--- src/sv/hex_escape_decoder_unit_assert.svh ---
`ifndef HEX_ESCAPE_DECODER_UNIT_ASSERT_SVH
`define HEX_ESCAPE_DECODER_UNIT_ASSERT_SVH

// Same-cycle implication, checked once reset is released
`define HED_ASSERT_IMP(name, ante, cons, msg) \
  name: assert property (@(posedge clk_i) disable iff (!rst_ni) (ante) |-> (cons)) \
    else $error(msg);

// Next-cycle implication, checked once reset is released
`define HED_ASSERT_NXT(name, ante, cons, msg) \
  name: assert property (@(posedge clk_i) disable iff (!rst_ni) (ante) |=> (cons)) \
    else $error(msg);

`endif

--- src/sv/hed_pkg.sv ---
package hed_pkg;

  // Characters with a meaning to the parser
  localparam logic [7:0] BslChar = 8'h5C;
  localparam logic [7:0] LowerX  = 8'h78;
  localparam logic [7:0] UpperX  = 8'h58;

  // One input byte yields at most this many output bytes
  localparam int GroupMax = 3;
  localparam int GrpCntW  = $clog2(GroupMax + 1);
  localparam int GrpIdxW  = $clog2(GroupMax);

  // Group queue between parser and serialiser
  localparam int QueueDepth = 4;
  localparam int QueuePtrW  = $clog2(QueueDepth);
  localparam int QueueCntW  = $clog2(QueueDepth + 1);

  typedef logic [GrpCntW-1:0] grp_cnt_t;
  typedef logic [GrpIdxW-1:0] grp_idx_t;

  // Output bytes caused by one accepted input byte
  typedef struct packed {
    logic [GroupMax-1:0][7:0] data;
    grp_cnt_t                 cnt;
    logic                     last;
  } group_t;

  // Parser modes, one-hot
  typedef enum logic [3:0] {
    MODE_PLAIN = 4'b0001,
    MODE_ESC   = 4'b0010,
    MODE_X     = 4'b0100,
    MODE_X1    = 4'b1000
  } mode_e;

  function automatic logic hex_is(input logic [7:0] c);
    hex_is = ((c >= 8'h30) && (c <= 8'h39)) ||
             ((c >= 8'h41) && (c <= 8'h46)) ||
             ((c >= 8'h61) && (c <= 8'h66));
  endfunction

  // Nibble value of a hex digit character; letters sit at low nibble 1..6
  function automatic logic [3:0] hex_val(input logic [7:0] c);
    if (c <= 8'h39) begin
      hex_val = c[3:0];
    end else begin
      hex_val = c[3:0] + 4'd9;
    end
  endfunction

endpackage

--- src/sv/hed_front.sv ---
`include "hex_escape_decoder_unit_assert.svh"

module hed_front (
  input  logic            clk_i,
  input  logic            rst_ni,
  input  logic            in_valid_i,
  output logic            in_ready_i_o,
  input  logic [7:0]      in_byte_i,
  input  logic            in_last_i,
  input  logic            q_full_i,
  output logic            push_o,
  output hed_pkg::group_t push_grp_o
);
  import hed_pkg::*;

  mode_e      mode_q, mode_d;
  logic       mk_q, mk_d;
  logic [7:0] held_q, held_d;
  logic       accept;
  logic [7:0] mk_char;
  logic       plain_emit;
  group_t     grp;

  assign in_ready_i_o = !q_full_i;
  assign accept       = in_valid_i && !q_full_i;
  assign mk_char      = mk_q ? UpperX : LowerX;
  // A backslash in plain text opens an escape unless it ends the string
  assign plain_emit   = !((in_byte_i == BslChar) && !in_last_i);

  // Classify the byte against the current mode
  always_comb begin
    grp      = '0;
    grp.last = in_last_i;
    mode_d   = mode_q;
    mk_d     = mk_q;
    held_d   = held_q;
    case (mode_q)
      MODE_ESC: begin
        mode_d = MODE_PLAIN;
        if (in_byte_i == BslChar) begin
          grp.data[0] = BslChar;
          grp.cnt     = grp_cnt_t'(1);
        end else if ((in_byte_i == LowerX) || (in_byte_i == UpperX)) begin
          mk_d = (in_byte_i == UpperX);
          if (in_last_i) begin
            grp.data[0] = in_byte_i;
            grp.cnt     = grp_cnt_t'(1);
          end else begin
            mode_d = MODE_X;
          end
        end else begin
          grp.data[0] = BslChar;
          grp.data[1] = in_byte_i;
          grp.cnt     = grp_cnt_t'(2);
        end
      end
      MODE_X: begin
        if (hex_is(in_byte_i)) begin
          if (in_last_i) begin
            grp.data[0] = mk_char;
            grp.data[1] = in_byte_i;
            grp.cnt     = grp_cnt_t'(2);
            mode_d      = MODE_PLAIN;
          end else begin
            held_d = in_byte_i;
            mode_d = MODE_X1;
          end
        end else begin
          // broken escape: letter, then the byte as plain text
          grp.data[0] = mk_char;
          grp.data[1] = in_byte_i;
          grp.cnt     = plain_emit ? grp_cnt_t'(2) : grp_cnt_t'(1);
          mode_d      = plain_emit ? MODE_PLAIN : MODE_ESC;
        end
      end
      MODE_X1: begin
        if (hex_is(in_byte_i)) begin
          grp.data[0] = {hex_val(held_q), hex_val(in_byte_i)};
          grp.cnt     = grp_cnt_t'(1);
          mode_d      = MODE_PLAIN;
        end else begin
          grp.data[0] = mk_char;
          grp.data[1] = held_q;
          grp.data[2] = in_byte_i;
          grp.cnt     = plain_emit ? grp_cnt_t'(3) : grp_cnt_t'(2);
          mode_d      = plain_emit ? MODE_PLAIN : MODE_ESC;
        end
      end
      default: begin
        grp.data[0] = in_byte_i;
        grp.cnt     = plain_emit ? grp_cnt_t'(1) : grp_cnt_t'(0);
        mode_d      = plain_emit ? MODE_PLAIN : MODE_ESC;
      end
    endcase
    // End of string: back to reset state
    if (in_last_i) begin
      mode_d = MODE_PLAIN;
      mk_d   = 1'b0;
      held_d = '0;
    end
  end

  assign push_o     = accept && (grp.cnt != '0);
  assign push_grp_o = grp;

  // Parser state
  always_ff @(posedge clk_i or negedge rst_ni) begin
    if (!rst_ni) begin
      mode_q <= MODE_PLAIN;
      mk_q   <= 1'b0;
      held_q <= '0;
    end else if (accept) begin
      mode_q <= mode_d;
      mk_q   <= mk_d;
      held_q <= held_d;
    end
  end

  `HED_ASSERT_NXT(a_last_resets_mode, accept && in_last_i, mode_q == MODE_PLAIN,
                  "mode not plain after end of string")
  `HED_ASSERT_IMP(a_held_is_hex, mode_q == MODE_X1, hex_is(held_q),
                  "held digit is not a hex digit")
  `HED_ASSERT_NXT(a_bsl_opens_esc,
                  accept && !in_last_i && (mode_q == MODE_PLAIN) && (in_byte_i == BslChar),
                  mode_q == MODE_ESC, "backslash did not open an escape")

endmodule

--- src/sv/hed_queue.sv ---
`include "hex_escape_decoder_unit_assert.svh"

module hed_queue (
  input  logic            clk_i,
  input  logic            rst_ni,
  input  logic            push_i,
  input  hed_pkg::group_t push_grp_i,
  output logic            full_o,
  input  logic            pop_i,
  output logic            empty_o,
  output hed_pkg::group_t head_o
);
  import hed_pkg::*;

  localparam logic [QueueCntW-1:0] DepthCnt = QueueCntW'(QueueDepth);
  localparam logic [QueuePtrW-1:0] LastPtr  = QueuePtrW'(QueueDepth - 1);

  group_t                 slot_q [QueueDepth];
  logic [QueuePtrW-1:0]   wr_ptr_q, rd_ptr_q;
  logic [QueueCntW-1:0]   count_q;

  assign full_o  = (count_q == DepthCnt);
  assign empty_o = (count_q == '0);
  assign head_o  = slot_q[rd_ptr_q];

  // Slot storage
  always_ff @(posedge clk_i) begin
    if (push_i) begin
      slot_q[wr_ptr_q] <= push_grp_i;
    end
  end

  // Pointers and fill count
  always_ff @(posedge clk_i or negedge rst_ni) begin
    if (!rst_ni) begin
      wr_ptr_q <= '0;
      rd_ptr_q <= '0;
      count_q  <= '0;
    end else begin
      if (push_i) begin
        wr_ptr_q <= (wr_ptr_q == LastPtr) ? '0 : wr_ptr_q + 1'b1;
      end
      if (pop_i) begin
        rd_ptr_q <= (rd_ptr_q == LastPtr) ? '0 : rd_ptr_q + 1'b1;
      end
      if (push_i && !pop_i) begin
        count_q <= count_q + 1'b1;
      end else if (pop_i && !push_i) begin
        count_q <= count_q - 1'b1;
      end
    end
  end

  `HED_ASSERT_IMP(a_no_overflow, push_i, !full_o, "push into a full queue")
  `HED_ASSERT_IMP(a_no_underflow, pop_i, !empty_o, "pop from an empty queue")
  `HED_ASSERT_IMP(a_count_range, 1'b1, count_q <= DepthCnt, "fill count out of range")

endmodule

--- src/sv/hed_back.sv ---
module hed_back (
  input  logic            clk_i,
  input  logic            rst_ni,
  input  logic            empty_i,
  input  hed_pkg::group_t head_i,
  output logic            pop_o,
  output logic            out_valid_o,
  input  logic            out_ready_i,
  output logic [7:0]      out_byte_o,
  output logic            out_last_o
);
  import hed_pkg::*;

  grp_idx_t   idx_q;
  logic       ovalid_q;
  logic [7:0] obyte_q;
  logic       olast_q;
  logic       take;
  logic       grp_end;

  // Load the output register whenever it is free or being drained
  assign take    = !empty_i && (!ovalid_q || out_ready_i);
  assign grp_end = (grp_cnt_t'(idx_q) == (head_i.cnt - grp_cnt_t'(1)));
  assign pop_o   = take && grp_end;

  always_ff @(posedge clk_i or negedge rst_ni) begin
    if (!rst_ni) begin
      idx_q    <= '0;
      ovalid_q <= 1'b0;
    end else begin
      if (take) begin
        idx_q <= grp_end ? '0 : idx_q + 1'b1;
      end
      if (take) begin
        ovalid_q <= 1'b1;
      end else if (out_ready_i) begin
        ovalid_q <= 1'b0;
      end
    end
  end

  // Output payload
  always_ff @(posedge clk_i) begin
    if (take) begin
      obyte_q <= head_i.data[idx_q];
      olast_q <= head_i.last && grp_end;
    end
  end

  assign out_valid_o = ovalid_q;
  assign out_byte_o  = obyte_q;
  assign out_last_o  = olast_q;

endmodule

--- src/sv/hex_escape_decoder_unit.sv ---
// Backslash escape decoder for a byte stream.
// Input stream s_axis: one text byte per transfer in tdata, tlast on the
// final byte of a string. Output stream m_axis: decoded bytes, tlast on the
// last byte produced by the input byte that carried tlast (a string whose
// end produces no byte gives no tlast).
// Escapes: "\\" gives a backslash, "\xHH" or "\XHH" gives byte 0xHH, a broken
// \x escape yields its letter and held digit as text, any other "\c" is kept.
// Throughput: one input byte per cycle; each input byte causes 0 to 3 output
// bytes, drained at one byte per cycle while m_axis_tready stays high. A
// four-entry queue of byte groups between the parser and the output
// serialiser absorbs the extra bytes; s_axis_tready drops only while that
// queue is full. An output byte is written into a queue slot and then loaded
// into the output register, from which m_axis presents it.
// Reset: queue empty, output invalid, parser back in plain text mode.
// A stalled receiver holds the output register; the queue keeps accepting
// input until it fills.
module hex_escape_decoder_unit (
  input  logic       clk_i,
  input  logic       rst_ni,
  input  logic       s_axis_tvalid,
  output logic       s_axis_tready,
  input  logic [7:0] s_axis_tdata,  // [7:0] in_byte
  input  logic       s_axis_tlast,
  output logic       m_axis_tvalid,
  input  logic       m_axis_tready,
  output logic [7:0] m_axis_tdata,  // [7:0] out_byte
  output logic       m_axis_tlast
);
  import hed_pkg::*;

  logic   push, full, pop, empty;
  group_t push_grp, head_grp;

  // Parser: classifies each byte into a group of output bytes
  hed_front u_front (
    .clk_i        (clk_i),
    .rst_ni       (rst_ni),
    .in_valid_i   (s_axis_tvalid),
    .in_ready_i_o (s_axis_tready),
    .in_byte_i    (s_axis_tdata),
    .in_last_i    (s_axis_tlast),
    .q_full_i     (full),
    .push_o       (push),
    .push_grp_o   (push_grp)
  );

  // Group queue
  hed_queue u_queue (
    .clk_i      (clk_i),
    .rst_ni     (rst_ni),
    .push_i     (push),
    .push_grp_i (push_grp),
    .full_o     (full),
    .pop_i      (pop),
    .empty_o    (empty),
    .head_o     (head_grp)
  );

  // Serialiser with output register
  hed_back u_back (
    .clk_i       (clk_i),
    .rst_ni      (rst_ni),
    .empty_i     (empty),
    .head_i      (head_grp),
    .pop_o       (pop),
    .out_valid_o (m_axis_tvalid),
    .out_ready_i (m_axis_tready),
    .out_byte_o  (m_axis_tdata),
    .out_last_o  (m_axis_tlast)
  );

endmodule

--- config.mk ---
export PLATFORM = sky130hd
export DESIGN_NAME = hex_escape_decoder_unit
export DESIGN_NICKNAME = d
export VERILOG_FILES = /design/src/sv/hed_pkg.sv /design/src/sv/hed_front.sv /design/src/sv/hed_queue.sv /design/src/sv/hed_back.sv /design/src/sv/hex_escape_decoder_unit.sv
export VERILOG_INCLUDE_DIRS = /design/src /design/src/sv
export SDC_FILE = /design/constraint.sdc
export NUM_CORES = 1
export LEC_CHECK = 0
export BUFFER_PORTS_ARGS = -buffer_cell sky130_fd_sc_hd__buf_2
export CAP_MARGIN = 10
export CELL_PAD_IN_SITES_DETAIL_PLACEMENT = 1
export CELL_PAD_IN_SITES_GLOBAL_PLACEMENT = 2
export CORE_ASPECT_RATIO = 1.2
export CORE_MARGIN = 4
export CORE_UTILIZATION = 46
export DETAILED_ROUTE_END_ITERATION = 8
export HOLD_SLACK_MARGIN = 0.08
export PLACE_DENSITY_LB_ADDON = 0.12
export SLEW_MARGIN = 20
export SYNTH_ARGS = -nofsm -noshare
export SYNTH_HDL_FRONTEND = slang
export SYNTH_HIERARCHICAL = 1
export SYNTH_SLANG_ARGS = --single-unit
--- constraint.sdc ---
create_clock -name clk_i -period 3.4 [get_ports clk_i]
set_input_delay 0.34 -clock clk_i [delete_from_list [all_inputs] [get_ports clk_i]]
set_output_delay 0.34 -clock clk_i [all_outputs]
set_load 0.01 [all_outputs]
== Yosys cells after proc, flatten, opt, wreduce, memory -nomap -nowiden ==
Memory sizes are Yosys's and may differ from the RTL's.
Cells that the tools add are included.
W data, S select, Z words.

* Add/sub/neg operators: 8
* Order comparisons: 8
* Eq/ne operators: 11
* Multiplexer cells: 43
* Reduce and logical (&&, ||, !) cells: 31

{| class="wikitable"
|+ Operators by type and width
! operator !! number
|-
| $mux W8 || 7
|-
| $mux W10 || 4
|-
| $mux W18 || 2
|-
| $pmux W10 S3 || 1
|-
| $eq A8 B7 Y1 const B || 3
|-
| $mux W4 || 6
|-
| $pmux W8 S3 || 1
|-
| $bmux W8 S2 || 1
|-
| $ge A8 B7 Y1 const B || 2
|-
| $le A8 B6 Y1 const B || 2
|-
| $le A8 B7 Y1 const B || 2
|-
| $mux W16 || 1
|-
| $reduce_bool A2 Y1 || 7
|-
| $pmux W4 S3 || 1
|-
| $logic_and A1 B1 Y1 || 11
|-
| $mux W1 || 10
|-
| $mux W2 || 5
|-
| $mux W3 || 3
|-
| $add A4 B4 Y4 const B || 2
|-
| $ge A8 B6 Y1 const B || 1
|-
| $add A2 B1 Y2 const B || 3
|-
| $logic_not A1 Y1 || 6
|-
| $mux W6 || 1
|-
| $eq A2 B2 Y1 const B || 2
|-
| other kinds (14) || 17
|}

* Register bits after elaboration: 32
* Memory bits (writable): 108
* Word-level logic and storage cells: 112
* Memories: 1

{| class="wikitable"
|+ Memories
! name !! depth !! bits a word !! read ports !! clocked after memory_dff !! wr ports !! RTL line !! source
|-
| u_queue.slot_q || 4 || 27 || 1 || 0 || 1 || hed_queue.sv:18 || <nowiki>group_t slot_q [QueueDepth];</nowiki>
|}

== Longest topological paths before layout ==
Gate-level depths: netlist (run 1).

* Depth after elaboration: 12
* Mapped depth: 13

== By module ==
Netlist (run 1), hierarchy kept.

{| class="wikitable"
|+ Modules (own cells, without submodules)
! module !! times used !! cells an instance !! area each (um^2)
|-
| hed_queue || 1 || 178 || 4321.6
|-
| hed_front || 1 || 190 || 1559.0
|-
| hed_back || 1 || 57 || 630.6
|}

== Worst setup path after synthesis (run 1) ==
Ideal clock, no wire load.

* Kind: input -> register
* From: input port s_axis_tdata[1]
* To: register u_queue.count_q[1]
* Library setup time: 125 ps
* Arrival: 2860 ps
* Path slack: 415 ps
* Cell stages on the path: 11
* Buffers on the path: 0
* Path through: inv_1 ha_1 nand4_2 or4_4 a21o_1 a221o_1 o21ba_1 ha_1 inv_1 fa_1 mux2_2

{| class="wikitable"
|+ RTL lines
! what !! RTL line !! source
|-
| from (decl) || hex_escape_decoder_unit.sv:22 || <nowiki>input logic [7:0] s_axis_tdata,</nowiki>
|-
| to (signal assigned) || hed_queue.sv:47 || <nowiki>count_q <= count_q + 1'b1;</nowiki>
|-
| to (signal assigned) || hed_queue.sv:49 || <nowiki>count_q <= count_q - 1'b1;</nowiki>
|-
| to (decl) || hed_queue.sv:20 || <nowiki>logic [QueueCntW-1:0] count_q;</nowiki>
|}

==> results.json, run 1 <==
{
  "outcome": "completed",
  "setup_viol": 0,
  "hp-class": "in2reg",
  "drv_slew": 0,
  "viasPerCell": 5.80,
  "stdcell_count": 649,
  "antenna_found_initial": 0,
  "yosys.area_share.simple_pct": 9.19,
  "synth_cell_types": 69,
  "wl_um": 14100,
  "grt_remaining_overflow": 0,
  "synth_flop_cell": "edfxtp_1",
  "p_leak_nw": 2.70,
  "synthCells": 425,
  "antenna_cells": 0,
  "design.core.area_mm2": 0.0138,
  "drc_errors": 0,
  "dp_cells": 616,
  "clk_latency_ns": 0.41,
  "routedWlPerCell_um": 21.8,
  "yosysWarnings": 6,
  "cts-resized-gates": 0,
  "cp_data_arrival_time_ns": 3.29,
  "synthAdderAreaFrac_pct": 2.81,
  "final_util_pct": 53.1,
  "relSlewSlack_pct": 51.4,
  "cts-buffers-inserted": 17,
  "worstHoldStart": "s_axis_tlast",
  "startpoint_type": "flop",
  "rsz0062_at_grt": "false",
  "period_share_pct": 86.9,
  "grt_util_all_layers_pct": 18.9,
  "synth_area_per_cell_um2": 15.3,
  "fmax_mhz": 338,
  "num_vias": 3764,
  "dieArea_mm2": 0.0161,
  "synth_xor_area_share_pct": 1.21,
  "max_stage_delay_ns": 0.59,
  "drt-initial-drc-count": 227,
  "synth-compound-area-share_pct": 8.55,
  "critPathMostFrequentCell": "xor2_1",
  "final_nets": 492,
  "rows": 47,
  "root_buffer": "clkbuf_16",
  "grt_first_pass_wirelength_um": 22800,
  "cp-startpoint": "u_front/mode_q[1]",
  "port-buffer-count": 23,
  "irDropWorstVdd_uv": 386,
  "h-tree-depth": 4,
  "die_height_um": 138,
  "cp-end-kind": "flop",
  "cts_num_sinks": 140,
  "yosysTopAreaCellShare_pct": 54.0,
  "io-pin-count": 24,
  "yosys.area.top_type": "edfxtp_1",
  "cts_tree": "done",
  "crit_required_ns": 3.73,
  "netlist_area_mm2": 0.00651,
  "finalHoldViolations": 0,
  "area_growth_pct": 12.7,
  "p_per_area_mw_per_mm2": 769,
  "yosysSeqAreaShare_pct": 62.8,
  "grt_pass1_vias": 3955,
  "layout_common_cells": "117 x edfxtp_1, 26 x nand2_1, 26 x mux4_2",
  "synth_area_leaders": "edfxtp_1 54%, mux4_2 9.0%, dfrtp_1 8.5%",
  "clk_pin_slew_worst_paths_ns": 0.06,
  "ys_ff_latch": 140,
  "finalPower_mw": 5.65,
  "critPathMaxFanout": 12,
  "final.setup.tns_ns": 0,
  "skew_ns": 0.00728,
  "drt_pre_antenna_iters": 4,
  "final_common_cell": "edfxtp_1",
  "fillers": 1338,
  "slowest_stage": "dfrtp_1",
  "gp_congestion": 0.793,
  "synth_top_family_by_area": "multiplexers",
  "synth-edff-count": 117,
  "synth_mux_area_share_pct": 11.5,
  "syn-num-nets": 452,
  "crit_type": "reg2reg",
  "grt_max_degree": 30,
  "tightestPinTransition_ns": 0.727,
  "reg2reg_from": "u_front/mode_q[1]",
  "postRouteAntennaNets": 0,
  "drive_above_1_share_pct": 24.9,
  "die_w_um": 117,
  "dp_hpwl_um": 9730,
  "crit_chain": "nor4b_1 > o31a_2 > a221o_1 > o21ba_1 > ha_1 > inv_1 > fa_1 > xor2_1 > nor2_1 > xor2_1",
  "seq_area_mm2": 0.00409,
  "maxCapViolCount": 0,
  "period_minus_slack_ns": 2.95,
  "ys_async_sr_fraction_pct": 16.4,
  "multi_input_area_mm2": 0.00216,
  "clock_path_buffers": 2,
  "initial_core_util_pct": 47.1
}
-- layer usage --
| layer | track usage, % | share of wire [%] | vias up | routed length (µm) |
|---|---|---|---|---|
| met5 | 0 | 0 | - | 0 |
| met4 | 5.31 | 1.1 | 0 | 162 |
| met3 | 4.20 | 2.5 | 12 | 355 |
| met2 | 29.8 | 51 | 54 | 7180 |
| met1 | 26.5 | 45 | 1966 | 6420 |
| li1 | - | - | 1732 | - |
-- metrics by stage --
| stage | worst slack [ns] | cell area, µm² | hold WS [ns] |
|---|---|---|---|
| after floorplan | 0.415 | 6510 | 0.0444 |
| after global placement | 0.169 | 6800 | 0.371 |
| after detailed placement | 0.0528 | 6800 | 0.391 |
| after CTS | 0.391 | 7340 | 0.195 |
| after global routing | 0.173 | 7340 | 0.197 |
| final | 0.445 | 7340 | 0.196 |
-- flip-flops by register name (all words and copies together), names as in the netlist, 2 cells and up --
name / count
u_queue/slot_q: 108
u_back/out_byte_o: 8
u_front/held_q: 8
u_front/mode_q: 4
u_queue/count_q: 3
u_back/idx_q: 2
u_queue/rd_ptr_q: 2
u_queue/wr_ptr_q: 2
-- cell type report --
type	count	area share, %
clock buffer	18	5.85
clock inverter	14	1.33
inverter	17	0.938
multi-input combinational	245	29.5
sequential	140	55.8
tap	171	2.92
timing repair buffer	44	3.75
-- power breakdown --
group | switching, mW | internal [mW] | leakage [nW]
logic | 0.850 | 0.706 | 1.04
registers | 0.175 | 2.29 | 1.39
clock network | 0.698 | 0.931 | 0.262
-- timing repair --
item / 4_1_cts / 5_1_grt
hold buffers: 1 / 0
buffers inserted: 0 / 0
endpoints found under the hold margin: 22 / 0
-- Yosys cell counts, drive strengths merged (2+ instances only) --
cell	number
edfxtp	117
mux4	27
nand2	27
dfrtp	22
nor2	17
inv	16
o21ai	16
a22oi	15
and2	15
buf	15
ha	13
mux2i	10
nor2b	9
nand3	8
o41ai	8
clkbuf	7
a21oi	5
nor3	5
xor2	5
a21o	4
nand2b	4
nand4	4
nor3b	4
xnor2	4
a211o	3
mux2	3
o21bai	3
o31ai	3
or2	3
a221o	2
and3	2
nand3b	2
nor4b	2
o221ai	2
or3	2
or4b	2
-- final timing paths --
path / endpoint / cells past startpoint / slack (ns)
worst max-delay path: u_queue/count_q[2] / 10 / 0.45
worst min-delay path: u_queue/slot_q[0][0] / 1 / 0.20
worst max register to register: u_queue/count_q[2] / 10 / 0.45
worst min register to register: u_queue/count_q[2] / 1 / 0.51
max in group asynchronous: u_queue/rd_ptr_q[0] / 2 / 2.48
min in group asynchronous: u_front/held_q[6] / 2 / 0.47
-- critical path: cells and delay by family, from the launching register on --
family                     cells  cell delay [ns]
AOI/OAI and AO/OA              3             0.69
and+or+nand+nor                2             0.64
adders and majority gates      2             0.56
DFF                            1             0.59
buffers and inverters          1             0.06
xor gates and xnor gates       2             0.31
-- cells by family (layout without fill, tap and decap cells) --
group / Yosys count / count (layout)
fa+ha+maj: 14 / 14
compound gates: 75 / 75
buf+inv: 40 / 93
xor+xnor: 9 / 9
flops: 140 / 140
simple gates: 107 / 107
mux: 40 / 40
Power figures use the tool's default switching activity.
==> inputs of run 2 (changes only) <==
- CORE_UTILIZATION: 46 -> 40
- SETUP_SLACK_MARGIN: default -> 0.15
==> results.json, run 2 (synthesis gave the netlist of run 1 again) <==
{
  "outcome": "completed",
  "design.core.area_mm2": 0.0158,
  "top_register": "u_queue/slot_q",
  "viasPerCell": 5.47,
  "multi_input_area_mm2": 0.00216,
  "placed_area_mm2": 0.00686,
  "hold_buffers": 1,
  "num_vias": 3757,
  "drt_pre_antenna_iters": 7,
  "area_growth_pct": 14.3,
  "crit_chain": "mux4_2 > xnor2_1 > mux2i_1 > and2_1 > inv_1 > ha_1 > inv_1 > fa_1 > mux2_2",
  "r2r_cells": 9,
  "grt_remaining_overflow": 0,
  "whs_path_depth": 3,
  "post-place-ws_ns": 0.0944,
  "crit_type": "reg2reg",
  "die_height_um": 148,
  "comb_power_share_pct": 27.0,
  "cts-buffers-inserted": 17,
  "fillers": 1593,
  "antenna_found_initial": 0,
  "irDropWorstVdd_uv": 352,
  "power.internal_mw": 4.08,
  "crit_required_ns": 3.70,
  "period_share_pct": 86.9,
  "cts_tree": "done",
  "root_buffer": "clkbuf_16",
  "rows": 50,
  "reg2reg_slack_ns": 0.45,
  "largest_reg_flops": 108,
  "fin_ws_ns": 0.446,
  "grt_max_degree": 35,
  "period_minus_slack_ns": 2.95,
  "clock_path_buffers": 2,
  "r2r_end": "u_queue/count_q[1]",
  "grt_pass1_vias": 4003,
  "postRouteAntennaNets": 0,
  "power_switching_mw": 1.71,
  "final_common_cell": "edfxtp_1",
  "grt_util_all_layers_pct": 16.6,
  "final_nets": 493,
  "critPathMaxFanout": 7,
  "drive_above_1_share_pct": 24.8,
  "routedWlPerCell_um": 21.0,
  "finalPower_mw": 5.79,
  "max_stage_delay_ns": 0.59,
  "final.setup.tns_ns": 0,
  "grt_first_pass_wirelength_um": 23300,
  "drv_slew": 0,
  "design_area_mm2": 0.00744,
  "cp_data_arrival_time_ns": 3.25,
  "clk_latency_ns": 0.42,
  "relSlewSlack_pct": 47.5,
  "swShare_pct": 29.5,
  "fmax_mhz": 339,
  "skew_ns": 0.0135,
  "io-pin-count": 24,
  "startpoint_type": "flop",
  "dp_cells": 654,
  "setup_viol": 0,
  "critPathBufInv": 2,
  "dieArea_mm2": 0.0184,
  "tightestPinTransition_ns": 0.786,
  "p_leak_nw": 2.71,
  "slowest_stage": "mux4_2",
  "antenna_cells": 0,
  "rsz0062_at_grt": "false",
  "final_util_pct": 47.2,
  "whs_ns": 0.218,
  "maxCapViolCount": 0,
  "stdcell_count": 687,
  "seqPwrFrac_pct": 42.2,
  "hold-path-endpoint": "u_front/held_q[2]",
  "worstHoldStart": "s_axis_tdata[2]",
  "critPathMostFrequentCell": "inv_1",
  "cts-resized-gates": 0,
  "initial_core_util_pct": 41.3,
  "cts_num_sinks": 140,
  "layout_common_cells": "117 x edfxtp_1, 26 x nand2_1, 26 x mux4_2",
  "p_per_area_mw_per_mm2": 778,
  "gp_congestion": 0.803,
  "finalHoldViolations": 0,
  "drc_errors": 0,
  "drt-initial-drc-count": 215,
  "die_w_um": 124,
  "hp-class": "in2reg",
  "dp_hpwl_um": 9870,
  "cp-end-kind": "flop",
  "cpLargestDelayFamily": "multiplexers",
  "reg2reg_from": "u_queue/rd_ptr_q[0]",
  "wl_um": 14400,
  "port-buffer-count": 23,
  "p_clk_share_pct": 30.8,
  "clk_pin_slew_worst_paths_ns": 0.06,
  "cts_setup_buffers": 0,
  "h-tree-depth": 4,
  "seq_area_mm2": 0.00409
}
run 2: power by group through the flow:
stage                     sequential, mW  clock, mW  combinational (mW)
after floorplan                     2.46          0                1.18
after detailed placement            2.49          0                1.61
after CTS                           2.45       1.83                1.62
after global routing                2.49       1.92                1.75
after global placement              2.47          0                1.60
final                               2.44       1.78                1.56
run 2: final cells by class:
type	count	share of cell area [%]
sequential	140	55.0
multi-input combinational	245	29.1
timing repair buffer	45	3.80
tap	208	3.50
clock inverter	13	1.92
clock buffer	19	5.82
inverter	17	0.925
run 2: worst reg2reg max path, stage by stage, from the launching register on:
cell and delay (ns):
dfrtp_2 0.48, mux4_2 0.59, xnor2_1 0.26, mux2i_1 0.25, and2_1 0.25, inv_1 0.08, ha_1 0.20, inv_1 0.08
fa_1 0.40, mux2_2 0.26
run 2: worst max-delay path by stage:
stage / endpoint / startpoint / cells after the start / slack (ns)
2_1_floorplan: u_queue/count_q[1] / s_axis_tdata[1] / 11 / 0.42
3_3_place_gp: u_queue/count_q[1] / s_axis_tdata[1] / 12 / 0.17
3_5_place_dp: u_queue/count_q[1] / s_axis_tdata[1] / 12 / 0.09
4_1_cts: u_queue/count_q[1] / u_queue/rd_ptr_q[0] / 9 / 0.38
5_1_grt: u_queue/count_q[1] / u_queue/rd_ptr_q[0] / 9 / 0.24
6_report: u_queue/count_q[1] / u_queue/rd_ptr_q[0] / 9 / 0.45
run 2: per-layer routing:
metal  track usage (%)  vias to the layer above  part of all wire (%)
met1              21.1                     1939                    44
met4              4.77                        0                   1.0
met5                 0                        -                     0
met3              3.72                       14                   2.8
li1                  -                     1735                     -
met2              28.7                       69                    52
